### src/hw/rtl/r2fft_pkg.sv
// Shared types, constants and twiddle tables for the radix-2 frame FFT.
package r2fft_pkg;

    localparam int LOG2_MAX   = 10;
    localparam int POINTS_MAX = 1 << LOG2_MAX;
    localparam int TW_COUNT   = POINTS_MAX / 2;
    localparam int TW_HALF    = TW_COUNT / 2;
    localparam int AW         = LOG2_MAX;
    localparam int TW_AW      = LOG2_MAX - 1;
    localparam int LW         = 4;

    localparam logic [63:0] TWO_PI_Q30      = 64'd6746518852;
    localparam logic [63:0] ONE_Q30_U       = 64'd1073741824;
    localparam logic signed [31:0] INV_SQRT2_Q30 = 32'sd759250125;
    localparam logic signed [31:0] UNIT_Q30      = 32'sd1073741824;

    // configuration register indexes
    localparam logic [1:0] REG_INVERSE = 2'd0;
    localparam logic [1:0] REG_LOG2    = 2'd1;

    // first quarter wave plus the pi/2 point; the rest is mirrored
    typedef logic signed [31:0] tw_arr_t [TW_HALF+1];

    typedef enum logic [2:0] {
        ST_IDLE,
        ST_SCALE,
        ST_WRITE,
        ST_FRD,
        ST_FMUL,
        ST_FSUM,
        ST_FWRX,
        ST_FWRY
    } state_t;

    typedef enum logic [1:0] {
        WSRC_SAMPLE,
        WSRC_X,
        WSRC_Y
    } wsrc_t;

    typedef struct packed {
        logic            sample_load;
        logic            prod_load;
        logic            out_load;
        logic            out_ready;
        logic [AW-1:0]   out_index;
        logic            out_last;
        logic [LW-1:0]   eff_log2;
        logic            work_we;
        wsrc_t           work_src;
        logic [AW-1:0]   work_waddr;
        logic [AW-1:0]   xaddr;
        logic [AW-1:0]   yaddr;
        logic            tw_load;
        logic [TW_AW-1:0] tw_index;
        logic            inverse;
        logic            bf_mul;
        logic            bf_sum;
        logic            res_we;
        logic [AW-1:0]   res_raddr;
    } ctrl_cmd_t;

    typedef struct packed {
        logic out_free;
    } dp_status_t;

    // Taylor series of cos or sin of 2*pi*k/POINTS_MAX in Q2.30
    function automatic logic signed [31:0] tw_point(input int k, input bit want_sin);
        logic [63:0]        a;
        logic [63:0]        t;
        logic signed [63:0] c;
        logic signed [63:0] s;
        logic signed [63:0] v;
        int                 n;
        a = (64'(k) * TWO_PI_Q30 + (64'd1 << (LOG2_MAX - 1))) >> LOG2_MAX;
        t = ONE_Q30_U;
        c = $signed(ONE_Q30_U);
        s = 64'sd0;
        for (n = 1; n <= 20; n++) begin
            t = ((t * a) >> 30) / 64'(n);
            if ((n & 1) != 0)
                s = (((n >> 1) & 1) != 0) ? s - $signed(t) : s + $signed(t);
            else
                c = (((n >> 1) & 1) != 0) ? c - $signed(t) : c + $signed(t);
        end
        v = want_sin ? s : c;
        if (v > $signed(ONE_Q30_U))
            v = $signed(ONE_Q30_U);
        else if (v < -$signed(ONE_Q30_U))
            v = -$signed(ONE_Q30_U);
        return v[31:0];
    endfunction

    function automatic tw_arr_t tw_table(input bit want_sin);
        tw_arr_t r;
        int      k;
        for (k = 0; k <= TW_HALF; k++) begin
            r[k] = tw_point(k, want_sin);
        end
        return r;
    endfunction

    localparam tw_arr_t TW_COS = tw_table(1'b0);
    localparam tw_arr_t TW_SIN = tw_table(1'b1);

endpackage

### src/hw/rtl/r2fft_ctrl.sv
// Controller: configuration registers, frame counting and the butterfly sequencer.
module r2fft_ctrl (
    input  logic                    clk,
    input  logic                    rst_n,
    input  logic                    cfg_valid,
    output logic                    cfg_ready,
    input  logic [1:0]              cfg_index,
    input  logic [7:0]              cfg_data,
    input  logic                    in_valid,
    output logic                    in_ready,
    input  r2fft_pkg::dp_status_t   status,
    output r2fft_pkg::ctrl_cmd_t    cmd
);

    localparam int AW    = r2fft_pkg::AW;
    localparam int LW    = r2fft_pkg::LW;
    localparam int TW_AW = r2fft_pkg::TW_AW;

    function automatic logic [AW-1:0] rev_bits(input logic [AW-1:0] v);
        logic [AW-1:0] r;
        for (int i = 0; i < AW; i++)
        begin
            r[i] = v[AW-1-i];
        end
        return r;
    endfunction

    r2fft_pkg::state_t state_reg, state_next;
    logic [AW-1:0]    count_reg, count_next;
    logic             have_frame_reg, have_frame_next;
    logic             inverse_reg;
    logic [LW-1:0]    log2_reg;
    logic             inv_run_reg, inv_run_next;
    logic [LW-1:0]    stage_reg, stage_next;
    logic [TW_AW-1:0] bfly_reg, bfly_next;

    logic [LW-1:0]    eff_l;
    logic [AW-1:0]    mask;
    logic [LW-1:0]    hbit;
    logic [AW-1:0]    kk, lowmask, j_val, xaddr, yaddr;
    logic             last_idx, last_bfly, last_stage, cfg_wr;

    always_comb
    begin
        if (log2_reg == '0)
            eff_l = LW'(1);
        else if (log2_reg > LW'(r2fft_pkg::LOG2_MAX))
            eff_l = LW'(r2fft_pkg::LOG2_MAX);
        else
            eff_l = log2_reg;
        mask       = AW'((32'd1 << eff_l) - 32'd1);
        last_idx   = count_reg == mask;
        hbit       = stage_reg - LW'(1);
        kk         = AW'(bfly_reg);
        lowmask    = AW'((32'd1 << hbit) - 32'd1);
        j_val      = kk & lowmask;
        xaddr      = ((kk >> hbit) << stage_reg) | j_val;
        yaddr      = xaddr | (AW'(1) << hbit);
        last_bfly  = bfly_reg == mask[AW-1:1];
        last_stage = stage_reg == eff_l;
    end

    assign cfg_ready = 1'b1;
    assign cfg_wr    = cfg_valid && cfg_ready;

    always_comb
    begin
        state_next      = state_reg;
        count_next      = count_reg;
        have_frame_next = have_frame_reg;
        inv_run_next    = inv_run_reg;
        stage_next      = stage_reg;
        bfly_next       = bfly_reg;
        in_ready        = 1'b0;

        cmd             = '0;
        cmd.eff_log2    = eff_l;
        cmd.out_ready   = have_frame_reg;
        cmd.out_index   = count_reg;
        cmd.out_last    = last_idx;
        cmd.xaddr       = xaddr;
        cmd.yaddr       = yaddr;
        cmd.tw_index    = TW_AW'(j_val << (LW'(r2fft_pkg::LOG2_MAX) - stage_reg));
        cmd.inverse     = inv_run_reg;
        cmd.res_raddr   = count_reg;
        cmd.work_src    = r2fft_pkg::WSRC_SAMPLE;
        cmd.work_waddr  = rev_bits(count_reg) >> (LW'(r2fft_pkg::LOG2_MAX) - eff_l);

        case (state_reg)
            r2fft_pkg::ST_IDLE:
            begin
                in_ready        = 1'b1;
                cmd.sample_load = in_valid;
                if (in_valid)
                begin
                    state_next = r2fft_pkg::ST_SCALE;
                end
            end
            r2fft_pkg::ST_SCALE:
            begin
                cmd.prod_load = 1'b1;
                if (status.out_free)
                begin
                    cmd.out_load = 1'b1;
                    state_next   = r2fft_pkg::ST_WRITE;
                end
            end
            r2fft_pkg::ST_WRITE:
            begin
                cmd.work_we = 1'b1;
                if (last_idx)
                begin
                    count_next   = '0;
                    inv_run_next = inverse_reg;
                    stage_next   = LW'(1);
                    bfly_next    = '0;
                    state_next   = r2fft_pkg::ST_FRD;
                end
                else
                begin
                    count_next = count_reg + AW'(1);
                    state_next = r2fft_pkg::ST_IDLE;
                end
            end
            r2fft_pkg::ST_FRD:
            begin
                cmd.tw_load = 1'b1;
                state_next  = r2fft_pkg::ST_FMUL;
            end
            r2fft_pkg::ST_FMUL:
            begin
                cmd.bf_mul = 1'b1;
                state_next = r2fft_pkg::ST_FSUM;
            end
            r2fft_pkg::ST_FSUM:
            begin
                cmd.bf_sum = 1'b1;
                state_next = r2fft_pkg::ST_FWRX;
            end
            r2fft_pkg::ST_FWRX:
            begin
                cmd.work_we    = 1'b1;
                cmd.work_src   = r2fft_pkg::WSRC_X;
                cmd.work_waddr = xaddr;
                cmd.res_we     = last_stage;
                state_next     = r2fft_pkg::ST_FWRY;
            end
            r2fft_pkg::ST_FWRY:
            begin
                cmd.work_we    = 1'b1;
                cmd.work_src   = r2fft_pkg::WSRC_Y;
                cmd.work_waddr = yaddr;
                cmd.res_we     = last_stage;
                state_next     = r2fft_pkg::ST_FRD;
                if (!last_bfly)
                begin
                    bfly_next = bfly_reg + TW_AW'(1);
                end
                else if (!last_stage)
                begin
                    bfly_next  = '0;
                    stage_next = stage_reg + LW'(1);
                end
                else
                begin
                    have_frame_next = 1'b1;
                    state_next      = r2fft_pkg::ST_IDLE;
                end
            end
            default:
            begin
                state_next = r2fft_pkg::ST_IDLE;
            end
        endcase
    end

    always_ff @(posedge clk or negedge rst_n)
    begin
        if (!rst_n)
        begin
            state_reg      <= r2fft_pkg::ST_IDLE;
            count_reg      <= '0;
            have_frame_reg <= 1'b0;
            inverse_reg    <= 1'b0;
            log2_reg       <= LW'(r2fft_pkg::LOG2_MAX);
            inv_run_reg    <= 1'b0;
            stage_reg      <= LW'(1);
            bfly_reg       <= '0;
        end
        else
        begin
            state_reg   <= state_next;
            inv_run_reg <= inv_run_next;
            stage_reg   <= stage_next;
            bfly_reg    <= bfly_next;
            if (cfg_wr && cfg_index == r2fft_pkg::REG_LOG2)
            begin
                log2_reg       <= cfg_data[LW-1:0];
                count_reg      <= '0;
                have_frame_reg <= 1'b0;
            end
            else
            begin
                count_reg      <= count_next;
                have_frame_reg <= have_frame_next;
            end
            if (cfg_wr && cfg_index == r2fft_pkg::REG_INVERSE)
            begin
                inverse_reg <= cfg_data[0];
            end
        end
    end

endmodule

### config.mk
export PLATFORM = sky130hd
export DESIGN_NAME = r2fft_ctrl
export DESIGN_NICKNAME = d
export VERILOG_FILES = /design/src/hw/rtl/r2fft_pkg.sv /design/src/hw/rtl/r2fft_ctrl.sv
export SDC_FILE = /design/constraint.sdc
export NUM_CORES = 1
export LEC_CHECK = 0
export ABC_AREA = 1
export BUFFER_PORTS_ARGS = -buffer_cell sky130_fd_sc_hd__buf_2
export CAP_MARGIN = 0
export CORE_ASPECT_RATIO = 1.1
export CORE_MARGIN = 5
export CORE_UTILIZATION = 28
export DETAILED_ROUTE_END_ITERATION = 6
export PLACE_DENSITY = 0.49
export SLEW_MARGIN = 25
export SYNTH_ARGS = -nofsm -noshare
export SYNTH_HDL_FRONTEND = slang
export SYNTH_SLANG_ARGS = --single-unit
### constraint.sdc
create_clock -name clk -period 4.5 [get_ports clk]
set_input_delay 0.675 -clock clk [delete_from_list [all_inputs] [get_ports clk]]
set_output_delay 0.675 -clock clk [all_outputs]
set_load 0.005 [all_outputs]
# Yosys cells after proc, flatten, opt, wreduce, memory -nomap -nowiden

Index checks and enable logic that the tools add are counted.

Register bits: 33
Input port bits: 15
Logic and storage cells: 94

$add $sub $neg: 8
Order comparisons: 1
Equality and inequality tests: 17
Shifts and indexed selects: 7
Multiplexer cells: 33
Bitwise logic cells: 3
Reductions and logical operators: 17

Operators by type and width:

| operator                | count |
|---|---|
| $mux W10                | 3 |
| $shl A1 B4 Y10 const A  | 3 |
| $mux W9                 | 3 |
| $pmux W12 S2            | 1 |
| $pmux W3 S8             | 1 |
| $mux W4                 | 5 |
| $or A10 B10 Y10         | 2 |
| $sub A10 B1 Y10 const B | 2 |
| $pmux W9 S2             | 1 |
| $eq A3 B3 Y1 const B    | 4 |
| $mux W1                 | 12 |
| $add A10 B1 Y10 const B | 1 |
| $and A9 B10 Y10         | 1 |
| $eq A10 B10 Y1          | 1 |
| $ne A2 B2 Y1 const B    | 5 |
| $reduce_bool A2 Y1      | 5 |
| $shl A10 B4 Y10         | 1 |
| $shl A10 B4 Y9          | 1 |
| $shr A10 B4 Y10         | 1 |
| $shr A9 B4 Y10          | 1 |
| $add A9 B1 Y9 const B   | 1 |
| $eq A9 B9 Y1            | 1 |
| $mux W2                 | 4 |
| $pmux W4 S2             | 1 |
| 19 further kinds        | 25 |

# Logic depth before layout (Yosys ltp)

Word-level depth: 9
Mapped depth: 20

# Worst setup path after synthesis

No wires, ideal clock.

Path kind: reg-to-output
Start point: register stage_reg[0]
End point: output port cmd[21] (netlist name)
Arrival time: 2.826 ns
Required time: 3.825 ns
Setup slack: 0.999 ns
Stages on the path, launching flop included: 19
Path buffers: 2
Path through: dfstp_2 inv_1 clkbuf_1 clkbuf_1 ha_1 inv_1 nand2_1 nand2_2 nor2_1 nand2_1 ha_1 inv_1 nand2_1 o22ai_1 o21ai_0 o21bai_1 nand2_1 nand2_1 inv_1

RTL lines:

| element                | RTL line          | text |
|---|---|---|
| from (decl)            | r2fft_ctrl.sv:34  | `logic [LW-1:0] stage_reg, stage_next;` |
| from (signal assigned) | r2fft_ctrl.sv:194 | `stage_reg <= stage_next;` |
| to (decl)              | r2fft_ctrl.sv:12  | `output r2fft_pkg::ctrl_cmd_t cmd` |

==> impl_results.rst <==
.. list-table::
   :header-rows: 1

   * - Metric
     - Value
   * - Share of cells above drive strength 1
     - 15.7%
   * - Total die area
     - 18600 um2
   * - Count of maximum capacitance violations
     - 0
   * - Start-to-end type of the worst setup path
     - register to output pin
   * - RD Place Congestion
     - 0.892
   * - Antenna cell count
     - 0
   * - Gate count of the mapped netlist
     - 783
   * - Origin of the critical flop-to-flop path
     - log2_reg[3]
   * - Critical path endpoint category
     - output pin
   * - Nets in the synthesized netlist
     - 813
   * - Reg2Reg Depth
     - 15
   * - Global-route wire length before repair
     - 26.4 mm
   * - Number of buffers created by CTS
     - 5
   * - Async set-or-reset flop fraction in the synthesized netlist
     - 100%
   * - Internal
     - 1.29 mW
   * - Pin count of the biggest net entering global routing
     - 43
   * - Total number of nets in the final design
     - 878
   * - Cell area after synthesis
     - 4470 um2
   * - DRC violation count after routing
     - 0
   * - Number of detailed-route iterations in the first pass
     - 5
   * - Origin of the worst setup path
     - stage_reg[0]
   * - Most frequent cell on the critical path
     - sky130_fd_sc_hd__nand2_1
   * - Synthesis-to-layout area growth
     - 15.9%
   * - Average routed wire per standard cell
     - 15.8 um
   * - Clk slew on worst S/H paths
     - 0.06 ns
   * - Highest clock rate
     - 0.251 GHz
   * - CTS tree
     - built
   * - Via-to-Cell Ratio
     - 4.99
   * - Leak pwr
     - 2.81 nW
   * - Number of top-level pins
     - 93
   * - Predominant post-synthesis flop cell
     - sky130_fd_sc_hd__dfrtp_1
   * - Sequence of cells on the critical path
     - inv_1, buf_4, nand2_1, nand2_1, nand2_2, nand2_1, ha_1, nand3_1, nand2_1, nand3_1, inv_1, a31oi_1, nand3_1, nand2_1, nand2_1, buf_2
   * - Relative contribution of the clock network to total power
     - 12.6%
   * - Worst setup skew after layout
     - 0.00440 ns
   * - Die Span X
     - 130 um
   * - Worst supply voltage drop on vdd
     - 209 uV
   * - Total detailed-routing wirelength
     - 16.6 mm
   * - Count of endpoints failing hold in the final timing report
     - 0
   * - Yosys warning count
     - 0
   * - Initial antenna violation count
     - 0
   * - Crit path max-delay cell type
     - sky130_fd_sc_hd__dfstp_2
   * - Post-synthesis area per instance
     - 5.70 um2
   * - Count of state elements after synthesis
     - 33
   * - Startpoint types
     - register
   * - Starting DRT DRC Count
     - ~300
   * - Post-cts resize count
     - 0
   * - Count of buffers from port buffering
     - 87
   * - Crit path largest cell delay
     - 0.52 ns
   * - Antenna Nets Post-Route
     - 0
   * - Setup TNS
     - 0 ns
   * - RR Endpoint
     - stage_reg[3]
   * - Clock period minus final worst setup slack
     - 3.98 ns
   * - Via count
     - 5236
   * - Post-synth EDFFs
     - 0
   * - Number of buffers on the longest clock path
     - 2
   * - Final HPWL from detailed placement
     - around 13 mm
   * - Worst Path Arrival
     - 3.31 ns
   * - Data required time of the critical path
     - 3.83 ns
   * - Total global-route track usage
     - 17.8%
   * - Core Footprint
     - 15700 um2
   * - Number of max-slew violations in the final report
     - 0
   * - Unrepaired setup endpoints after global routing
     - false
   * - Flip-flop count of the largest register after layout
     - 10
   * - Final global-route overflow total
     - 0
   * - Setup Viol. Count Final
     - 0
   * - Class of the most critical hold timing path
     - input pin to asynchronous set/reset pin
   * - Share of power burned in registers
     - 15.6%
   * - Post CTS Setup Buffer Count
     - 0
   * - Switching component of the power
     - 1.65 mW
   * - Number of levels the H-tree was split into
     - 2
   * - Sequential cell area
     - about 830 um2
   * - Combinational share of power
     - 71.8%
   * - Cts hold-fix bufs
     - 0
   * - Switching portion of total power
     - a little under three fifths
   * - Sequential element share of the synthesized area
     - 18.6%
   * - Netlist cell types
     - 45
   * - Ratio of total power to cell area
     - between 500 and 600 nW/um2
   * - Clock Sinks
     - 33
   * - Std-Cell Rows
     - 48
   * - Final Cycle Share
     - 88.5%
   * - Root buffer selected by CTS
     - sky130_fd_sc_hd__clkbuf_16
   * - Via count of the first global-routing pass
     - around 4900
   * - Starting Density
     - 28.5%
   * - Area used by multi-input combinational logic
     - 3080 um2
   * - Placement Setup Slack
     - 0.897 ns
   * - Worst rel slew slack
     - 44.2%
   * - Vertical die dimension
     - 142 um
   * - Largest fanout on the critical path
     - 19
   * - Worst reg2reg setup slack
     - 1.08 ns
   * - Clk Latency, worst-skew pair
     - 0.28 ns
   * - Result of the run
     - completed
   * - # fillers
     - between 1500 and 2000
   * - Slack of the critical path
     - 0.519 ns
   * - Slew at the pin with the worst max-slew slack
     - 0.837 ns
[routing by layer]
| layer | GRT usage (%) | wire length [um] | up-vias |
|---|---|---|---|
| met1 | 23.7 | 7500 | 2395 |
| met3 | 1.61 | 718 | 23 |
| met2 | 31.0 | 8030 | 142 |
| met5 | 0 | 0 | - |
| met4 | 4.39 | 318 | 0 |
| li1 | - | - | 2676 |
[kinds of logic after synthesis]
| group | after synthesis | synth area share, % |
|---|---|---|
| simple gates | 481 | 46.7 |
| buf+inv | 127 | 12.4 |
| compound gates | 100 | 12.8 |
| flops | 33 | 18.6 |
| xor+xnor | 26 | 5.27 |
| fa+ha+maj | 15 | 4.20 |
| other cells | 1 | 0.0840 |
[metrics by stage]
stage          area [um2]  utilization [%]  total power, mW  instances  hold slack (ns)
2_1_floorplan        4470                -             1.86        783            0.379
3_5_place_dp         5020             32.0             2.57       1041            0.479
5_1_grt              5180             33.0             3.22       1049            0.511
4_1_cts              5180             33.0             2.95       1049            0.500
6_report             5180             33.0             2.94       1049            0.491
3_3_place_gp         5020             32.0             2.57       1041            0.472
[area by class of cell]
| type | count | share of cell area, % |
|---|---|---|
| Timing Repair Buffer | 101 | 10.4 |
| Clock buffer | 7 | 2.95 |
| Tap cell | 200 | 4.83 |
| Clock inverter | 1 | 0.0967 |
| Inverter | 84 | 6.09 |
| Multi-Input combinational cell | 623 | 59.6 |
| Sequential cell | 33 | 16.0 |
[cell usage in the layout, fill, tap and decap left out, drive strengths merged]
cell type / count
nor4: 1
buf: 101
nand2: 244
or3: 1
xor2: 22
o31ai: 1
o21ai: 56
nand4: 8
ha: 15
dfrtp: 30
nor2: 81
nand3b: 5
or2: 5
o21bai: 1
dfstp: 3
nand3: 121
inv: 82
a21oi: 14
a31oi: 3
o211ai: 6
a211oi: 1
clkbuf: 7
o22ai: 13
a21o: 1
conb: 1
a21boi: 1
o21a: 2
clkinv: 3
a22oi: 1
nor3: 15
xnor2: 4
[critical path, delay by kind of cell, from the launching register on]
family                     cells  cell delay (ns)
AOI/OAI and AO/OA              1             0.27
adders and majority gates      1             0.30
buffers and inverters          4             0.69
DFF                            1             0.52
and+or+nand+nor               10             1.22
[how the worst max path moves through the flow]
stage                     endpoint  slack, ns  depth (start not counted)
after floorplan            cmd[21]        1.0                         18
after global placement     cmd[48]       0.88                         16
after detailed placement   cmd[52]       0.90                         17
after CTS                  cmd[52]       0.58                         17
after global routing       cmd[52]       0.22                         17
final                      cmd[48]       0.52                         16
[power groups by stage]
stage               Sequential, mW  Combinational, mW  Clock [mW]
floorplan                    0.423               1.44           0
global route                 0.469               2.37       0.390
CTS                          0.457               2.12       0.381
global placement             0.462               2.11           0
finish                       0.457               2.11       0.371
detailed placement           0.462               2.11           0
[synthesized netlist by cell type, types with 2 or more instances]
cell type | count | area, um2
sky130_fd_sc_hd__ha_1 | 15 | 188
sky130_fd_sc_hd__nand4_1 | 8 | 50.1
sky130_fd_sc_hd__nand3_2 | 4 | 40.0
sky130_fd_sc_hd__nand3b_1 | 5 | 37.5
sky130_fd_sc_hd__buf_4 | 16 | 120
sky130_fd_sc_hd__xor2_1 | 21 | 184
sky130_fd_sc_hd__nand2_1 | 241 | 905
sky130_fd_sc_hd__o22ai_1 | 13 | 81.3
sky130_fd_sc_hd__xnor2_1 | 4 | 35.0
sky130_fd_sc_hd__a31oi_1 | 3 | 18.8
sky130_fd_sc_hd__o211ai_1 | 6 | 45.0
sky130_fd_sc_hd__nor2_1 | 76 | 285
sky130_fd_sc_hd__inv_1 | 78 | 293
sky130_fd_sc_hd__nor3_1 | 14 | 70.1
sky130_fd_sc_hd__nand3_1 | 117 | 586
sky130_fd_sc_hd__or2_0 | 4 | 25.0
sky130_fd_sc_hd__buf_1 | 2 | 7.51
sky130_fd_sc_hd__o21ai_1 | 15 | 75.1
sky130_fd_sc_hd__inv_2 | 4 | 15.0
sky130_fd_sc_hd__clkinv_1 | 2 | 7.51
sky130_fd_sc_hd__a21oi_1 | 14 | 70.1
sky130_fd_sc_hd__nor2_2 | 3 | 18.8
sky130_fd_sc_hd__o21a_1 | 2 | 15.0
sky130_fd_sc_hd__nor2_4 | 2 | 22.5
sky130_fd_sc_hd__buf_2 | 7 | 35.0
sky130_fd_sc_hd__clkbuf_1 | 17 | 63.8
sky130_fd_sc_hd__nand2_2 | 3 | 18.8
sky130_fd_sc_hd__dfrtp_1 | 30 | 751
sky130_fd_sc_hd__o21ai_0 | 39 | 195
sky130_fd_sc_hd__dfstp_2 | 3 | 78.8
No activity file was read; power rests on OpenSTA's default activity.
